<file path="config.mk">
export PLATFORM = sky130hd
export DESIGN_NAME = bitmap_slot_allocator
export DESIGN_NICKNAME = d
export VERILOG_FILES = /design/src/rtl/bsa_pkg.sv /design/src/rtl/bsa_bitmap_ram.sv /design/src/rtl/bitmap_slot_allocator.sv
export SDC_FILE = /design/constraint.sdc
export NUM_CORES = 1
export LEC_CHECK = 0
export BUFFER_PORTS_ARGS = -buffer_cell sky130_fd_sc_hd__buf_2
export CORE_ASPECT_RATIO = 2
export CORE_UTILIZATION = 55
export CTS_CLUSTER_DIAMETER = 40
export DETAILED_ROUTE_END_ITERATION = 8
export GPL_ROUTABILITY_DRIVEN = 0
export PLACE_DENSITY = 0.74
export SLEW_MARGIN = 15
export SYNTH_ARGS = -nofsm -noshare
export SYNTH_HDL_FRONTEND = slang
export SYNTH_SLANG_ARGS = --single-unit
</file>
<file path="constraint.sdc">
create_clock -name clk_i -period 7.7 [get_ports clk_i]
set_input_delay 1.54 -clock clk_i [delete_from_list [all_inputs] [get_ports clk_i]]
set_output_delay 1.54 -clock clk_i [all_outputs]
set_load 0.03 [all_outputs]
</file>
<file path="src/rtl/bsa_pkg.sv">
// Shared constants and types for the bitmap slot allocator.
`default_nettype none

package bsa_pkg;

  // Build-time defaults
  localparam int unsigned WORD_BITS_DEF  = 32;
  localparam int unsigned SLOT_COUNT_DEF = 1024;

  // Fixed field widths
  localparam int unsigned CAP_W       = 11;
  localparam int unsigned IDX_W       = 10;
  localparam int unsigned STATUS_W    = 2;
  localparam int unsigned IN_TDATA_W  = 16;
  localparam int unsigned OUT_TDATA_W = 16;

  localparam logic [CAP_W-1:0] CAP_RESET = 11'd1024;

  typedef enum logic [STATUS_W-1:0] {
    STATUS_DONE  = 2'd0,
    STATUS_FULL  = 2'd1,
    STATUS_RANGE = 2'd2
  } status_e;

  typedef enum logic {
    REQ_ALLOC = 1'b0,
    REQ_FREE  = 1'b1
  } req_e;

endpackage

`default_nettype wire

</file>
<file path="src/rtl/bsa_bitmap_ram.sv">
// Bitmap word memory with per-word valid bits; unwritten words read as zero.
`default_nettype none

module bsa_bitmap_ram #(
  parameter int unsigned DEPTH  = 32,
  parameter int unsigned WIDTH  = 32,
  parameter int unsigned ADDR_W = 5
) (
  input  wire logic              clk_i,
  input  wire logic              rst_ni,
  input  wire logic              re_i,
  input  wire logic [ADDR_W-1:0] raddr_i,
  output logic      [WIDTH-1:0]  rdata_o,
  input  wire logic              we_i,
  input  wire logic [ADDR_W-1:0] waddr_i,
  input  wire logic [WIDTH-1:0]  wdata_i
);

  logic [WIDTH-1:0] mem [DEPTH];
  logic [DEPTH-1:0] vld_q;
  logic [WIDTH-1:0] rd_q;
  logic             rvld_q;

  // Storage array: write port and registered read port
  always_ff @(posedge clk_i) begin
    if (we_i) begin
      mem[waddr_i] <= wdata_i;
    end
    if (re_i) begin
      rd_q <= mem[raddr_i];
    end
  end

  // Track which words have been written since reset
  always_ff @(posedge clk_i or negedge rst_ni) begin
    if (!rst_ni) begin
      vld_q  <= '0;
      rvld_q <= 1'b0;
    end else begin
      if (we_i) begin
        vld_q[waddr_i] <= 1'b1;
      end
      if (re_i) begin
        rvld_q <= vld_q[raddr_i];
      end
    end
  end

  assign rdata_o = rvld_q ? rd_q : '0;

endmodule

`default_nettype wire

</file>
<file path="src/rtl/bitmap_slot_allocator.sv">
// Top level of the first-fit bitmap slot allocator.
//
//  Port group   Dir  Contents (low bits first)
//  s_axis_*     in   tdata: slot_index[9:0], zero pad; tuser: req_type
//  m_axis_*     out  tdata: granted_slot[9:0], zero pad; tuser: status[1:0]
//  cfg_*        in   cfg_wdata_i: capacity_in_use[10:0], written when cfg_we_i
//
//  A request runs through an accept step, then a modify step. The accept step
//  picks the word (first clear entry of the per-word full flags for an allocate)
//  and issues the memory read; the modify step finds the bit, writes the word back
//  and loads the result, holding while the output register has an untaken word.
//  Reset clears the bitmap through per-word valid bits, so no clearing pass.
//  WORD_BITS must be a power of two.
`default_nettype none

module bitmap_slot_allocator
  import bsa_pkg::*;
#(
  parameter int unsigned WORD_BITS  = WORD_BITS_DEF,
  parameter int unsigned SLOT_COUNT = SLOT_COUNT_DEF
) (
  input  wire logic                   clk_i,
  input  wire logic                   rst_ni,
  // request words
  input  wire logic                   s_axis_tvalid,
  output logic                        s_axis_tready,
  input  wire logic [IN_TDATA_W-1:0]  s_axis_tdata,   // slot_index[9:0], pad
  input  wire logic                   s_axis_tuser,   // req_type
  // result words
  output logic                        m_axis_tvalid,
  input  wire logic                   m_axis_tready,
  output logic      [OUT_TDATA_W-1:0] m_axis_tdata,   // granted_slot[9:0], pad
  output logic      [STATUS_W-1:0]    m_axis_tuser,   // status[1:0]
  // capacity register
  input  wire logic                   cfg_we_i,
  input  wire logic [CAP_W-1:0]       cfg_wdata_i
);

  localparam int unsigned WORD_COUNT = (SLOT_COUNT + WORD_BITS - 1) / WORD_BITS;
  localparam int unsigned WADDR_W    = (WORD_COUNT > 1) ? $clog2(WORD_COUNT) : 1;
  localparam int unsigned BIT_W      = $clog2(WORD_BITS);
  localparam int unsigned SPAN_W     = $clog2(WORD_COUNT * WORD_BITS);
  localparam int unsigned CMP_W      = ((SPAN_W > CAP_W) ? SPAN_W : CAP_W) + 1;

  typedef enum logic {
    S_IDLE,
    S_MOD
  } state_e;

  state_e                 state_q;
  logic [CAP_W-1:0]       cap_q;
  logic [WORD_COUNT-1:0]  full_q;
  logic                   req_q;
  logic                   skip_q;
  logic [WADDR_W-1:0]     waddr_q;
  logic [BIT_W-1:0]       bit_q;
  logic                   out_valid_q;
  logic [IDX_W-1:0]       out_slot_q;
  status_e                out_status_q;

  logic [CMP_W-1:0]       limit;
  logic [CMP_W-1:0]       idx_ext;
  logic                   accept;
  logic                   hit;
  logic [WADDR_W-1:0]     hit_w;
  logic [WADDR_W-1:0]     rd_addr;
  logic [WORD_BITS-1:0]   word;
  logic                   zf;
  logic [BIT_W-1:0]       zpos;
  logic [BIT_W-1:0]       pos;
  logic [CMP_W-1:0]       slot;
  logic                   alloc_ok;
  logic [WORD_BITS-1:0]   mask;
  logic [WORD_BITS-1:0]   wr_data;
  logic                   mem_we;
  logic                   advance;
  status_e                res_status;
  logic [IDX_W-1:0]       res_slot;

  // Capacity register
  always_ff @(posedge clk_i or negedge rst_ni) begin
    if (!rst_ni) begin
      cap_q <= CAP_RESET;
    end else if (cfg_we_i) begin
      cap_q <= cfg_wdata_i;
    end
  end

  // Clamp capacity to the built size
  assign limit = (CMP_W'(cap_q) > CMP_W'(SLOT_COUNT)) ? CMP_W'(SLOT_COUNT) : CMP_W'(cap_q);

  assign s_axis_tready = (state_q == S_IDLE);
  assign accept        = s_axis_tvalid && s_axis_tready;
  assign idx_ext       = CMP_W'(s_axis_tdata[IDX_W-1:0]);

  // Pick the lowest word whose full flag is clear
  always_comb begin
    hit   = 1'b0;
    hit_w = '0;
    for (int i = WORD_COUNT - 1; i >= 0; i--) begin
      if (!full_q[i]) begin
        hit   = 1'b1;
        hit_w = WADDR_W'(i);
      end
    end
  end

  assign rd_addr = (s_axis_tuser == REQ_FREE) ? WADDR_W'(idx_ext >> BIT_W) : hit_w;

  bsa_bitmap_ram #(
    .DEPTH  (WORD_COUNT),
    .WIDTH  (WORD_BITS),
    .ADDR_W (WADDR_W)
  ) u_ram (
    .clk_i   (clk_i),
    .rst_ni  (rst_ni),
    .re_i    (accept),
    .raddr_i (rd_addr),
    .rdata_o (word),
    .we_i    (mem_we),
    .waddr_i (waddr_q),
    .wdata_i (wr_data)
  );

  // Find the first clear bit counting down from the MSB
  always_comb begin
    zf   = 1'b0;
    zpos = '0;
    for (int p = WORD_BITS - 1; p >= 0; p--) begin
      if (!word[WORD_BITS-1-p]) begin
        zf   = 1'b1;
        zpos = BIT_W'(p);
      end
    end
  end

  assign slot     = (CMP_W'(waddr_q) << BIT_W) | CMP_W'(zpos);
  assign alloc_ok = (req_q == REQ_ALLOC) && !skip_q && zf && (slot < limit);
  assign pos      = (req_q == REQ_FREE) ? bit_q : zpos;
  assign mask     = WORD_BITS'(1) << (BIT_W'(WORD_BITS - 1) - pos);
  assign wr_data  = (req_q == REQ_FREE) ? (word & ~mask) : (word | mask);
  assign advance  = (state_q == S_MOD) && (!out_valid_q || m_axis_tready);
  assign mem_we   = advance && ((req_q == REQ_FREE) ? !skip_q : alloc_ok);

  // Result of the request in flight
  always_comb begin
    res_slot = '0;
    if (req_q == REQ_FREE) begin
      res_status = skip_q ? STATUS_RANGE : STATUS_DONE;
    end else if (alloc_ok) begin
      res_status = STATUS_DONE;
      res_slot   = slot[IDX_W-1:0];
    end else begin
      res_status = STATUS_FULL;
    end
  end

  // Sequencer, full flags and output register
  always_ff @(posedge clk_i or negedge rst_ni) begin
    if (!rst_ni) begin
      state_q      <= S_IDLE;
      full_q       <= '0;
      req_q        <= REQ_ALLOC;
      skip_q       <= 1'b0;
      waddr_q      <= '0;
      bit_q        <= '0;
      out_valid_q  <= 1'b0;
      out_slot_q   <= '0;
      out_status_q <= STATUS_DONE;
    end else begin
      // Drop a taken word unless a new one loads in its place
      if (out_valid_q && m_axis_tready && !advance) begin
        out_valid_q <= 1'b0;
      end
      unique case (state_q)
        S_IDLE: begin
          if (accept) begin
            req_q   <= s_axis_tuser;
            waddr_q <= rd_addr;
            bit_q   <= BIT_W'(idx_ext);
            skip_q  <= (s_axis_tuser == REQ_FREE) ? (idx_ext >= limit) : !hit;
            state_q <= S_MOD;
          end
        end
        S_MOD: begin
          if (advance) begin
            if (mem_we) begin
              full_q[waddr_q] <= &wr_data;
            end
            out_valid_q  <= 1'b1;
            out_slot_q   <= res_slot;
            out_status_q <= res_status;
            state_q      <= S_IDLE;
          end
        end
        default: state_q <= S_IDLE;
      endcase
    end
  end

  assign m_axis_tvalid = out_valid_q;
  assign m_axis_tdata  = OUT_TDATA_W'(out_slot_q);
  assign m_axis_tuser  = out_status_q;

`ifndef SYNTHESIS
  // A new result loads only out of the modify step
  a_res_from_mod: assert property (@(posedge clk_i) disable iff (!rst_ni)
    $rose(m_axis_tvalid) |-> $past(state_q == S_MOD))
    else $error("result appeared without a modify step");

  // An allocate write sets exactly one more bit
  a_alloc_one_bit: assert property (@(posedge clk_i) disable iff (!rst_ni)
    (mem_we && req_q == REQ_ALLOC) |-> ($countones(wr_data) == $countones(word) + 1))
    else $error("allocate write did not set exactly one bit");

  // A granted word was never marked full
  a_alloc_not_full: assert property (@(posedge clk_i) disable iff (!rst_ni)
    (mem_we && req_q == REQ_ALLOC) |-> !full_q[waddr_q])
    else $error("allocate wrote a word flagged full");

  // Accepted requests enter the modify step next
  a_accept_mod: assert property (@(posedge clk_i) disable iff (!rst_ni)
    accept |=> (state_q == S_MOD))
    else $error("accepted request did not reach the modify step");
`endif

endmodule

`default_nettype wire

</file>
==> run summary, run 1 <==
Die Span X: 212 microns
Via Count: 30200
Initial Util: 0.556
crit-path max FO: 32
CTS Buf Count: 91
Max Root-Sink Buffers: 3
largest cells by area after synthesis: edfxtp_1 (66%), dfrtp_1 (5.2%), mux2i_1 (4.3%)
Cells after Synth: 3400
CP peak stage delay: 0.96 ns
Iter 0 DRT Violations: 3439
worst slew pin tran: 1.12 ns
Crit path top cell by count: buf_4
setup ws final: 1.86 ns
crit path DAT: 6.18 ns
first-pass GRT wire length: 183000 microns
Routed WL per cell: 26.6 microns
nets@finish: 3483
Avg Vias per Cell: 6.48
Peak Freq: 0.171 GHz
Area growth syn-to-layout: 10.7%
worst min path class: register to register
hold buffers post-CTS: 0
register area share after synthesis: 0.709
Sw Share: 0.252
slowest CP cell: nor3_2
Final Critical Period: 5.84 ns
top cell type's share of synthesized area: 0.657
sequential power share: 0.543
cell area after synthesis: 48300 sq um
Worst R2R Start: u_ram.rvld_q
share of cells above drive strength 1: 0.132
clock skew: 0.0253 ns
Ys Warns: 0
cell family with most CP delay: buffers and inverters
placement row count: 153
Yosys reg bits: 1158
min-delay src: u_ram.vld_q[29]
max-slew violation count: 0
setup slack at placement: 2.05 ns
most numerous cell in the Yosys netlist: edfxtp_1
vias in the first global route: 29800
H-tree levels: 3
top cells by count, synth: edfxtp_1 (1056), nand2_1 (486), a211oi_1 (228)
status: complete, no violations
RSZ-0062 raised after global routing: false
count of cell types in the netlist: 90
clk root buf: clkbuf_16
Most used DFF post-synth: edfxtp_1
Setup Buffers After CTS: 0
Post-Syn Area per Cell: 14.2 sq um
largest family of logic cells by synthesized area: compound AO/OA/AOI/OAI gates
Async SR Flop Fraction: 0.0881
Die ar.: 89100 sq um
Die Y: 421 microns
Worst EP required: 8.04 ns
I/O pins: 53
Max IR drop VDD: 0.000198 V
Fin Hold WS: 0.469 ns
XOR/XNOR share of the synthesized area: 0
final hold vios: 0
compound-cell area share of the yosys netlist: 0.115
met2 Resource Use GR: 0.484
type of origin of the critical path: register
grt total ovfl: 0
DP Area: 50400 sq um
Cell Int Power: 0.0103 W
GRT busiest layer: met2
register clock-pin slew on the reported worst setup and hold paths: 0.07 ns
final setup TNS: 0 ns
# setup viols final: 0
PD cells: 257 nW/um^2
critical path class: register to register
simple-gate area share of the yosys netlist: 0.101
post-CTS sizing: 0
largest net degree at the start of global routing: 140
Routed Antenna Nets: 0
clk_lat worst skew: 0.69 ns
Comb pwr share: 0.115
Leak: 18.3 nW
cells along the critical path: buf_4 > nand2_1 > a2111o_1 > nor2_1 > o221ai_2 > inv_1 > ha_1 > nand2_1 > a21oi_1 > a211oi_1 > o21ai_4 > buf_4 > nor3_2 > buf_4
Pwr Total: 0.0138 W
EDFF count, synth: 1056
largest area contributor in the netlist: edfxtp_1
DR DRC count: 0
Clock Power Share: 0.342
PortBufs: 40
Tcrit/Tclk final: 0.759
core box area: 86900 sq um
met3 Track Usage GR: 0.0466
final HPWL from detailed placement: 74500 microns
critical path endpoint category: register
met1 Usage GRT: 0.307
Non-Filler Cell Area, Final: 53500 sq um
GRT Util Overall: 0.282
CTS tree: built
worst setup path start: u_ram.rvld_q
drt total wl: 124000 microns
initial antenna violation count: 3
Sink Count: 1158
maxcap violations: 0
worst path bufs/invs: 4
Adder-Cell Fraction of Synth Area: 0.00492
DRT Pass-1 Iters: 5
switching pwr: 0.00347 W
Slew headroom: 0.251
mux contribution to synthesized area: 0.0474
==> flip-flops by register name, summed over array words and instances, names as in the netlist, 2 cells and up <==
register,cells
cap_q,11
m_axis_tuser,2
u_ram.rd_q,32
out_slot_q,10
waddr_q,5
u_ram.mem,1024
full_q,32
u_ram.vld_q,32
bit_q,5
==> cell usage in the layout, fill, tap and decap left out, types with 6 or more instances in the layout <==
cell type,synthesis,routed
clkinv_2,0,18
nor2_1,33,32
ha_1,19,19
buf_2,37,39
nand2b_1,48,48
o21ai_1,36,33
mux2_2,14,14
mux2i_1,206,202
o21ai_0,24,24
a211oi_1,228,228
bufinv_16,0,8
o21a_1,8,8
buf_12,0,12
edfxtp_1,1056,1056
nor3_1,42,15
dfrtp_1,101,101
a32o_1,39,36
nor2b_1,15,13
clkinvlp_4,0,9
clkbuf_1,168,11
nand3_1,25,25
and2_1,197,197
clkinv_1,1,15
a22oi_1,77,75
a21oi_2,1,6
a31oi_1,201,201
inv_1,20,20
or2_2,37,37
nand2_1,486,485
or3_1,6,6
a21oi_1,31,23
a22o_1,10,10
clkbuf_16,0,93
nor3_2,4,31
a311oi_1,7,7
a2111oi_0,34,31
conb_1,1,6
buf_4,7,114
nand4_1,51,51
==> kinds of logic after synthesis <==
family / after synthesis
buf+inv: 254
mux: 223
simple gates: 982
fa+ha+maj: 19
compound gates: 763
other cells: 1
flops: 1158
==> path summary, 6_finish.rpt <==
kind	to	slack (ns)	cells past startpoint
hold / removal	u_ram.vld_q[29]	0.47	1
min in group asynchronous	full_q[19]	0.85	1
hold reg to reg	u_ram.vld_q[29]	0.47	1
setup reg to reg	u_ram.mem[22][2]	1.86	14
setup / recovery	u_ram.mem[22][2]	1.86	14
max in group asynchronous	cap_q[3]	5.63	2
==> power by group through the flow <==
stage | Combinational, W | Clock [W] | Sequential [W]
after floorplan | 0.000939 | 0 | 0.00758
after global placement | 0.00149 | 0 | 0.00760
after detailed placement | 0.00153 | 0 | 0.00761
after CTS | 0.00154 | 0.00475 | 0.00747
after global routing | 0.00168 | 0.00497 | 0.00748
final | 0.00158 | 0.00471 | 0.00748
==> layer usage <==
layer	wire [microns]	part of all wire	up-vias
met3	9130	0.073	511
li1	-	-	13200
met5	0	0	-
met4	10400	0.084	0
met2	63300	0.51	1497
met1	41600	0.33	15000
==> stage by stage <==
stage,std cells,util
after CTS,4667,0.615
after floorplan,3405,-
after detailed placement,4499,0.580
final,4670,0.615
after global placement,4499,0.580
after global routing,4670,0.615
==> cell type report <==
cell class	instances	area, sq um
well taps	1162	1450
clock inverters	63	619
fillers	6231	33400
inverters	21	78.8
diodes	2	5.00
flip-flops and latches	1158	34300
repair buffers	166	1310
clock buffers	105	2380
multi-input cells	1993	13400
Note: power is estimated with default switching activity, not from simulation.
==> inputs of run 2 (changes only) <==
ABC_AREA = 1   (was default)
clock period = 5.8 ns   (was 7.7 ns; I/O delays follow)
==> run 2 against run 1 <==
Synthesized cell count increased by 11%. Global-route usage increased by 2.1 points. First-iteration DRC count shrank 2.9%. Largest cell class unchanged. Worst setup slack got worse by 1.0 ns. Design area increased by 0.50%. Cell count increased by 8.0%. Register-to-register slack worse by 1.0 ns.
==> run summary, run 2 <==
final HPWL from detailed placement: 75900 microns
Via Count: 32000
H-tree levels: 3
Final Critical Period: 4.95 ns
I/O pins: 53
Setup Buffers After CTS: 0
vias in the first global route: 31600
CTS tree: built
Comb pwr share: 0.111
final setup TNS: 0 ns
critical path endpoint category: register
Sink Count: 1158
r2r setup slk: 0.85 ns
Routed WL per cell: 26.6 microns
Die ar.: 89300 sq um
register area share after synthesis: 0.708
Largest register FFs: 1024
crit-path max FO: 33
first-pass GRT wire length: 197000 microns
CTS Buf Count: 91
Avg Vias per Cell: 6.34
maxcap violations: 0
# setup viols final: 0
top cells by count, synth: edfxtp_1 (1056), o211ai_1 (514), nor2_1 (361)
Slew headroom: 0.284
worst min path class: register to register
WHS Path Cells: 2
Max IR drop VDD: 0.000220 V
Clock Power Share: 0.349
DRT Pass-1 Iters: 5
top cell type's share of synthesized area: 0.655
Area growth syn-to-layout: 11.0%
grt total ovfl: 0
Ys Warns: 0
Async SR Flop Fraction: 0.0881
RSZ-0062 raised after global routing: false
post-CTS sizing: 0
min-delay src: u_ram.vld_q[23]
Yosys reg bits: 1158
Initial Util: 0.556
max-slew violation count: 0
Most used DFF post-synth: edfxtp_1
worst reg-to-reg path cell count: 23
Crit path top cell by count: nand2_1
Die Y: 422 microns
initial antenna violation count: 2
GRT Util Overall: 0.303
Die Span X: 212 microns
sequential power share: 0.540
worst slew pin tran: 1.07 ns
clk_lat worst skew: 0.70 ns
cell area after synthesis: 48400 sq um
placement row count: 153
largest area contributor in the netlist: edfxtp_1
Tcrit/Tclk final: 0.853
commonest non-fill, non-tap cell in the layout: edfxtp_1
most numerous cell in the Yosys netlist: edfxtp_1
Worst EP required: 6.41 ns
Cells after Synth: 3789
count of cell types in the netlist: 47
Peak Freq: 0.202 GHz
Core Util, Final: 0.617
largest cells by area after synthesis: edfxtp_1 (66%), o211ai_1 (8.0%), dfrtp_1 (5.2%)
DR DRC count: 0
register clock-pin slew on the reported worst setup and hold paths: 0.07 ns
status: complete, no violations
core box area: 87100 sq um
FF-to-FF End: full_q[31]
Hold Path End: u_ram.vld_q[23]
Iter 0 DRT Violations: 3338
PD cells: 339 nW/um^2
most frequent cells in the layout: edfxtp_1 (1056), o211ai_1 (514), nand2_1 (356), nor2_1 (336), o21ai_0 (304)
Routed Antenna Nets: 0
PortBufs: 40
clock skew: 0.0415 ns
clk root buf: clkbuf_16
drt total wl: 134000 microns
slowest CP cell: o21ai_1
nets@finish: 3859
crit path DAT: 5.55 ns
Sw Share: 0.249
cells along the critical path: buf_4 > nand2_1 > nor2_1 > nand3_1 > nand3_1 > nand3_1 > a31oi_1 > o21bai_1 > nand2_1 > nand2_1 > o21ai_1 > inv_1 > nand4_1 > o21bai_1 > nand2_1 > buf_4 > nand2_1 > nor2_1 > nand2_1 > nor2_4 > buf_4 > nand3_1 > nand2_1
hold buffers post-CTS: 0
Max Root-Sink Buffers: 3
Cell Int Power: 0.0137 W
Worst R2R Start: u_ram.rvld_q
share of cells above drive strength 1: 0.182
largest register by flop count: u_ram.mem
critical path class: register to register
Leak: 18.1 nW
EDFF count, synth: 1056
type of origin of the critical path: register
CP peak stage delay: 0.45 ns
Post-Syn Area per Cell: 12.8 sq um
switching pwr: 0.00454 W
final hold vios: 0
largest net degree at the start of global routing: 163
==> run 2: cell count changes after synthesis, moves of 96 or more <==
cell	before	now
nand2_1	486	357
mux2i_1	206	0
or2_2	37	273
a211oi_1	228	0
inv_1	20	116
a31oi_1	201	4
o21ai_0	24	304
nand3_1	25	236
nor2_1	33	361
and2_1	197	32
o211ai_1	5	514
==> run 2: critical path: cells and delay by family, from the launching register on <==
kind | cells | cell delay (ns)
simple gates | 15 | 2.32
buf+inv | 4 | 1.41
flops | 1 | 0.35
compound gates | 4 | 0.77
==> run 2: per-layer routing <==
| layer | vias up | part of all wire | GRT usage | routed length, microns |
|---|---|---|---|---|
| met5 | - | 0 | 0 | 0 |
| met4 | 0 | 0.075 | 0.208 | 10000 |
| met3 | 512 | 0.077 | 0.0430 | 10300 |
| met2 | 1732 | 0.51 | 0.524 | 68700 |
| met1 | 15700 | 0.34 | 0.344 | 44900 |
| li1 | 14000 | - | - | - |
==> run 2: area by class of cell <==
cell class                      instances  area, sq um
Antenna cell                            1         2.50
Clock buffer                          108         2380
Clock inverter                         59          626
Fill cell                            6302        33400
Inverter                              124          487
Multi-Input combinational cell       2261        12900
Sequential cell                      1158        34300
Tap cell                             1162         1450
Timing Repair Buffer                  171         1650
==> run 2: how the worst max path moves through the flow <==
stage / to / slack [ns] / start / cells after the start
floorplan: u_ram.mem[10][0] / 1.38 / u_ram.rvld_q / 17
global placement: u_ram.mem[18][27] / 1.0 / u_ram.rvld_q / 19
detailed placement: u_ram.mem[18][27] / 0.98 / u_ram.rvld_q / 19
CTS: u_ram.mem[18][8] / 0.97 / u_ram.rvld_q / 19
global route: full_q[26] / 0.50 / u_ram.rvld_q / 30
finish: full_q[31] / 0.85 / u_ram.rvld_q / 23
==> run 2: metrics by stage <==
stage | worst slack [ns] | power (W) | area (sq um) | instances | hold slack, ns
global placement | 0.999 | 0.0119 | 50700 | 4876 | 0.432
detailed placement | 0.983 | 0.0120 | 50700 | 4876 | 0.438
CTS | 0.969 | 0.0182 | 53700 | 5043 | 0.455
finish | 0.854 | 0.0182 | 53700 | 5044 | 0.458
global route | 0.500 | 0.0187 | 53700 | 5043 | 0.475
floorplan | 1.38 | 0.0112 | 48400 | 3794 | 0.422
==> run 2: logic make-up (layout without fill, tap and decap cells) <==
group | after synthesis | count (layout) | synth area share
and+or+nand+nor | 1344 | 1344 | 0.135
AOI/OAI and AO/OA | 888 | 888 | 0.120
DFF | 1158 | 1158 | 0.708
buffers and inverters | 375 | 462 | 0.0315
adders and majority gates | 19 | 19 | 0.00491
muxes | 4 | 4 | 0.000930
other | 1 | 7 | 0.0000775
==> run 2: power groups by stage <==
stage	sequential [W]	combinational, W	clock, W
global route	0.00985	0.00217	0.00666
finish	0.00984	0.00202	0.00635
detailed placement	0.0100	0.00198	0
global placement	0.0100	0.00193	0
CTS	0.00983	0.00199	0.00637
floorplan	0.0100	0.00117	0
